`src/rtl/response_curve_gap_filler_core_macros.svh`:
```
// Assertion macros used by the datapath (rgf_dp).
`ifndef RESPONSE_CURVE_GAP_FILLER_CORE_MACROS_SVH
`define RESPONSE_CURVE_GAP_FILLER_CORE_MACROS_SVH
`ifndef ASSERT_OFF
// Property must hold at every clock edge out of reset.
`define RGF_ASSERT(lbl, clk, rstn, prop) \
    lbl: assert property (@(posedge clk) disable iff (!rstn) (prop)) \
        else $error("rgf check failed");
// Antecedent implies consequent in the same cycle.
`define RGF_ASSERT_IMP(lbl, clk, rstn, ante, cons) \
    lbl: assert property (@(posedge clk) disable iff (!rstn) (ante) |-> (cons)) \
        else $error("rgf check failed");
`else
`define RGF_ASSERT(lbl, clk, rstn, prop)
`define RGF_ASSERT_IMP(lbl, clk, rstn, ante, cons)
`endif
`endif

```
`src/rtl/rgf_pkg.sv`:
```
package rgf_pkg;

    localparam int MAX_LEVELS_DEF = 4096;
    localparam int VAL_W = 32;
    localparam int WT_W  = 16;
    localparam int CNT_W = 13;
    localparam int IDX_W = 12;

    localparam logic [WT_W-1:0]  FILL_WEIGHT_RST = 16'd16;
    localparam logic [CNT_W-1:0] COUNT_MAX       = 13'd8191;

    localparam logic MODE_LOAD    = 1'b0;
    localparam logic MODE_READ    = 1'b1;
    localparam logic KIND_SUMMARY = 1'b0;
    localparam logic KIND_READ    = 1'b1;

    typedef struct packed {
        logic                    mode;
        logic signed [VAL_W-1:0] response_value;
        logic [WT_W-1:0]         level_weight;
        logic                    last;
        logic [IDX_W-1:0]        read_index;
    } in_item_t;

    typedef struct packed {
        logic                    result_kind;
        logic signed [VAL_W-1:0] out_value;
        logic [WT_W-1:0]         out_weight;
        logic                    was_filled;
        logic [CNT_W-1:0]        gap_count;
    } result_t;

    // controller -> datapath
    typedef struct packed {
        logic load;
        logic last;
        logic rd_req;
        logic rd_out;
        logic scan;
        logic eval;
        logic step;
        logic div_wait;
        logic fill;
        logic done;
    } cmd_t;

    // datapath -> controller
    typedef struct packed {
        logic scan_end;
        logic gap;
        logic stop;
        logic use_div;
        logic div_done;
        logic fill_end;
        logic fill_last;
    } stat_t;

endpackage

```
`src/rtl/rgf_ctrl.sv`:
```
module rgf_ctrl (
    input  logic              clk,
    input  logic              rst_n,
    input  logic              start,
    input  logic              mode,
    input  logic              last,
    input  rgf_pkg::stat_t    stat,
    output rgf_pkg::cmd_t     cmd,
    output logic              busy
);

    typedef enum logic [3:0] {
        S_IDLE,
        S_RD_OUT,
        S_SCAN,
        S_EVAL,
        S_STEP,
        S_DIV,
        S_FILL,
        S_DONE
    } state_t;

    state_t state_reg, state_next;

    // next state and commands
    always_comb
    begin
        state_next = state_reg;
        cmd        = '0;
        case (state_reg)
            S_IDLE:
            begin
                if (start)
                begin
                    if (mode == rgf_pkg::MODE_READ)
                    begin
                        cmd.rd_req = 1'b1;
                        state_next = S_RD_OUT;
                    end
                    else
                    begin
                        cmd.load = 1'b1;
                        cmd.last = last;
                        if (last)
                        begin
                            state_next = S_SCAN;
                        end
                    end
                end
            end
            S_RD_OUT:
            begin
                cmd.rd_out = 1'b1;
                state_next = S_IDLE;
            end
            S_SCAN:
            begin
                cmd.scan = 1'b1;
                if (!stat.scan_end)
                begin
                    state_next = S_EVAL;
                end
                else if (stat.gap)
                begin
                    state_next = S_STEP;
                end
                else
                begin
                    state_next = S_DONE;
                end
            end
            S_EVAL:
            begin
                cmd.eval   = 1'b1;
                state_next = stat.stop ? S_STEP : S_SCAN;
            end
            S_STEP:
            begin
                cmd.step   = 1'b1;
                state_next = stat.use_div ? S_DIV : S_FILL;
            end
            S_DIV:
            begin
                cmd.div_wait = 1'b1;
                if (stat.div_done)
                begin
                    state_next = S_FILL;
                end
            end
            S_FILL:
            begin
                cmd.fill = 1'b1;
                if (stat.fill_end)
                begin
                    state_next = stat.fill_last ? S_DONE : S_SCAN;
                end
            end
            S_DONE:
            begin
                cmd.done   = 1'b1;
                state_next = S_IDLE;
            end
            default:
            begin
                state_next = S_IDLE;
            end
        endcase
    end

    always_ff @(posedge clk or negedge rst_n)
    begin
        if (!rst_n)
        begin
            state_reg <= S_IDLE;
        end
        else
        begin
            state_reg <= state_next;
        end
    end

    assign busy = (state_reg != S_IDLE);

endmodule

```
`config.mk`:
```
export PLATFORM = sky130hd
export DESIGN_NAME = rgf_ctrl
export DESIGN_NICKNAME = d
export VERILOG_FILES = /design/src/rtl/response_curve_gap_filler_core_macros.svh /design/src/rtl/rgf_pkg.sv /design/src/rtl/rgf_ctrl.sv
export SDC_FILE = /design/constraint.sdc
export NUM_CORES = 1
export LEC_CHECK = 0
export BUFFER_PORTS_ARGS = -buffer_cell sky130_fd_sc_hd__clkbuf_2
export CAP_MARGIN = 5
export CORE_AREA = 3 3 40 42
export DETAILED_ROUTE_END_ITERATION = 10
export DIE_AREA = 0 0 43 45
export GPL_TIMING_DRIVEN = 0
export PLACE_DENSITY = 0.65
export SLEW_MARGIN = 20
export SYNTH_ARGS = -nofsm -noshare
export SYNTH_HDL_FRONTEND = slang
export SYNTH_SLANG_ARGS = --single-unit
```
`constraint.sdc`:
```
create_clock -name clk -period 2.5 [get_ports clk]
set_input_delay 0 -clock clk [delete_from_list [all_inputs] [get_ports clk]]
set_output_delay 0 -clock clk [all_outputs]
set_load 0.02 [all_outputs]
```
# Word-level counts from Yosys, hierarchy flattened
# Cells that the tools add are included.
[classes]
n_reduce_logical = 3
n_mux = 22
n_eq_ne = 11
[op_table]
columns = ["op", "count"]
rows = [
  ["4-bit 2-to-1 mux", 6],
  ["4-bit case mux with 6 select lines", 1],
  ["4-bit by 3-bit == test with 1-bit output, second input constant", 4],
  ["3-bit 2-to-1 mux", 4],
  ["4-bit by 2-bit == test with 1-bit output, second input constant", 2],
  ["1-bit 2-to-1 mux", 8],
  ["2-bit 2-to-1 mux", 3],
  ["2-bit inequality test, second input constant", 3],
  ["4-bit by 1-bit == test with 1-bit output, second input constant", 1],
  ["4-bit logical NOT", 1],
  ["4-bit AND reduction", 1],
  ["4-bit nonzero test", 1],
  ["3-bit inequality test, second input constant", 1],
]
[word_totals]
out_inout_bits = 11
wordCells = 37
in_bits = 12
reg_bits = 4

# Depth between registers and ports, before layout
[depth]
word_depth = 4
mapped_depth = 6
ltp_nobuf = 4

# Least setup slack after synthesis
# Ideal clock, no wire load.
[synth_path]
kind = "register to output"
from = "register state_reg[1]"
to = "output cmd[8] in the netlist's numbering"
path_stages_with_launch = 6
arrival_time_ns = 1.330
path_buffers = 1
setup_slack_ns = 1.170
required_time_ns = 2.500
cell_sequence = "dfrtp_1 -> buf_6 -> nor3_2 -> nand2_1 -> nor2_1 -> and2_1"
[synth_rtl]
columns = ["item", "line", "rtl"]
rows = [
  ["start, declared", "rgf_ctrl.sv:23", "state_t state_reg, state_next;"],
  ["start signal, assigned", "rgf_ctrl.sv:118", "state_reg <= state_next;"],
  ["end, declared", "rgf_ctrl.sv:8", "output rgf_pkg::cmd_t cmd,"],
]

==> results.json <==
{
  "outcome": "finished clean",
  "reg2regPathDepth": 5,
  "critPathCaptureType": "primary output",
  "muxShareOfSynthArea_pct": 6.36,
  "grt_pass1_vias": 402,
  "fmax_ghz": 0.686,
  "min_period_over_period_pct": 58.3,
  "maxCapViolCount": 0,
  "path_clk_slew_ns": 0.05,
  "yosysMostFrequentCell": "nor2_1",
  "cts-root-buf": "clkbuf_4",
  "ys_top_cells_by_area": "dfrtp_1, nor2_1, a21oi_1",
  "clock-sinks": 3,
  "cts_tree": "done",
  "async_reset_ff_share_pct": 100,
  "antenna_found_initial": 0,
  "synth_xor_area_share_pct": 0,
  "critPathArrivalTime_ns": 1.46,
  "nNetsFinal": 90,
  "cts_buffer_depth": 2,
  "vdd_drop_max_mv": 0.373,
  "syn_nets": 61,
  "vias_per_cell": 4.83,
  "postSynthCellCount": 49,
  "synth_commonest_cells": "nor2_1, a21oi_1, nand2_1",
  "drtAntennaViolNets": 0,
  "die_w_um": 43,
  "setup_violations": 0,
  "min_path_cells": 4,
  "die_h_um": 45,
  "wl_mm": 1.11,
  "grt_max_degree": 11,
  "synth_largest_area_cell": "dfrtp_1",
  "hpwl_um": 779,
  "ys_ff_latch": 3,
  "yosys_warnings": 0,
  "p_leak_uw": 0.000262,
  "wl_per_cell_um": 12.1,
  "insertedDiodeCount": 0,
  "synth-simple-area-share_pct": 35.3,
  "ys_types": 27,
  "io_pins": 23,
  "layout_min_cycle_time_ns": 1.46,
  "grt_pass1_wl_mm": 1.79,
  "io_buffers": 22,
  "crit_type": "flip-flop to primary output",
  "synth_flop_cell": "dfrtp_1",
  "power_density_nw_per_um2": 1220,
  "yosysSeqAreaShare_pct": 21.2,
  "fin_tns_setup_ns": 0,
  "largest_reg_flops": 3,
  "synth_edf_count": 0,
  "numCtsBuffers": 3,
  "clk_latency_ns": 0.25,
  "cts_resized": 0,
  "worstMarginPinSlew_ns": 0.274,
  "dp.cells": 86,
  "cp_max_fo": 10,
  "core_um2": 1280,
  "drc": 0,
  "area_growth_pct": 49.5,
  "num_vias": 444,
  "hold_viol": 0,
  "routabilityCongestion": 0.740,
  "fin_skew_ns": 0.00388,
  "die_area_um2": 1940,
  "gr-total-overflow": 0,
  "holdCritPathClass": "input port to flip-flop",
  "drv_slew": 0,
  "slew_headroom_pct": 81.7,
  "fill_cells": 144,
  "synth_adder_area_share_pct": 0,
  "syn-cell-area_um2": 354,
  "synth_compound_gate_area_share_pct": 24.7,
  "post_cts_buffers": 0,
  "hold_buffers": 2,
  "avgSynthCellArea_um2": 7.23,
  "drive_above_1_share_pct": 42.9,
  "synth_top_area_share_pct": 21.2,
  "fin_cells": 92,
  "start_util_pct": 27.6,
  "crit_path_start_kind": "flip-flop",
  "drtIter0Drc": 14,
  "synth_top_family_by_area": "simple AND/OR/NAND/NOR gates",
  "htreeDepth": 1,
  "core.rowCount": 13,
  "grt_usage_pct": 12.5,
  "rsz0062_at_grt": "no",
  "drt-pass1-iter-count": 4,
  "cp.required_ns": 2.50
}
-- where the power goes --
part | switching (uW) | internal, uW | leakage (uW)
combinational | 273 | 180 | 0.000211
clock | 36.0 | 60.5 | 0.0000150
sequential | 23.0 | 73.0 | 0.0000362
-- layout make-up --
| type | instances | area [um2] | share of cell area (%) |
|---|---|---|---|
| Buffer | 4 | 32.5 | 6.15 |
| Tap cell | 15 | 18.8 | 3.55 |
| Inverter | 3 | 11.3 | 2.13 |
| Timing Repair Buffer | 24 | 130 | 24.6 |
| Multi-Input combinational cell | 39 | 235 | 44.4 |
| Clock buffer | 4 | 26.3 | 4.96 |
| Sequential cell | 3 | 75.1 | 14.2 |
-- layout by cell type (no fill, tap or decap) --
| cell type | count |
|---|---|
| clkbuf_2 | 22 |
| nor2_1 | 8 |
| a21oi_1 | 5 |
| nand2_1 | 4 |
| nor3b_1 | 3 |
| clkbuf_4 | 3 |
| dfrtp_1 | 3 |
| buf_6 | 2 |
| buf_2 | 2 |
| inv_1 | 2 |
| nor3_1 | 2 |
| dlygate4sd3_1 | 2 |
| inv_2 | 1 |
| nand2b_1 | 1 |
| nor3_2 | 1 |
| and2_1 | 1 |
| and3_1 | 1 |
| o21ai_0 | 1 |
| mux2_2 | 1 |
| a31oi_1 | 1 |
| o211ai_1 | 1 |
| a221o_1 | 1 |
| a21o_1 | 1 |
| nand3b_1 | 1 |
| or3_1 | 1 |
| a21oi_2 | 1 |
| mux2_1 | 1 |
| nand3_1 | 1 |
| a32oi_1 | 1 |
| o32ai_1 | 1 |
| clkbuf_1 | 1 |
-- through the flow --
stage / util (%) / worst slack, ns / hold slack [ns] / area (um2) / power (uW)
5_1_grt: 41.2 / 0.975 / 0.0778 / 529 / 697
2_1_floorplan: - / 1.17 / -0.296 / 354 / 429
6_report: 41.2 / 1.04 / 0.0386 / 529 / 645
3_3_place_gp: 37.6 / 1.24 / -0.205 / 483 / 539
3_5_place_dp: 37.6 / 1.22 / -0.204 / 483 / 540
4_1_cts: 41.2 / 1.06 / 0.0344 / 529 / 634
-- path summary, 6_finish.rpt --
kind                                      to    startpoint  slack [ns]
worst max-delay path                  cmd[8]  state_reg[0]        1.04
worst min-delay path            state_reg[1]       stat[1]        0.04
worst max register to register  state_reg[1]  state_reg[0]        1.18
worst min register to register  state_reg[2]  state_reg[0]        0.71
max in group asynchronous       state_reg[2]         rst_n        2.30
min in group asynchronous       state_reg[0]         rst_n        0.08
-- critical path: stages, from the launching register on --
cell      delay [ns]
dfrtp_1         0.40
buf_6           0.15
nor3_2          0.17
nand2_1         0.08
nor2_1          0.11
and2_1          0.13
clkbuf_2        0.16
-- logic make-up after synthesis --
| group | Yosys count |
|---|---|
| buffers and inverters | 7 |
| and+or+nand+nor | 24 |
| DFF | 3 |
| AOI/OAI and AO/OA | 13 |
| muxes | 2 |
-- layer usage --
layer	part of all wire, %	track usage, %	wire length [um]
met5	0	0	0
met2	43	18.9	478
met4	3.6	9.04	40
met1	47	15.9	522
met3	6.4	2.39	71
Power figures use the tool's default switching activity.
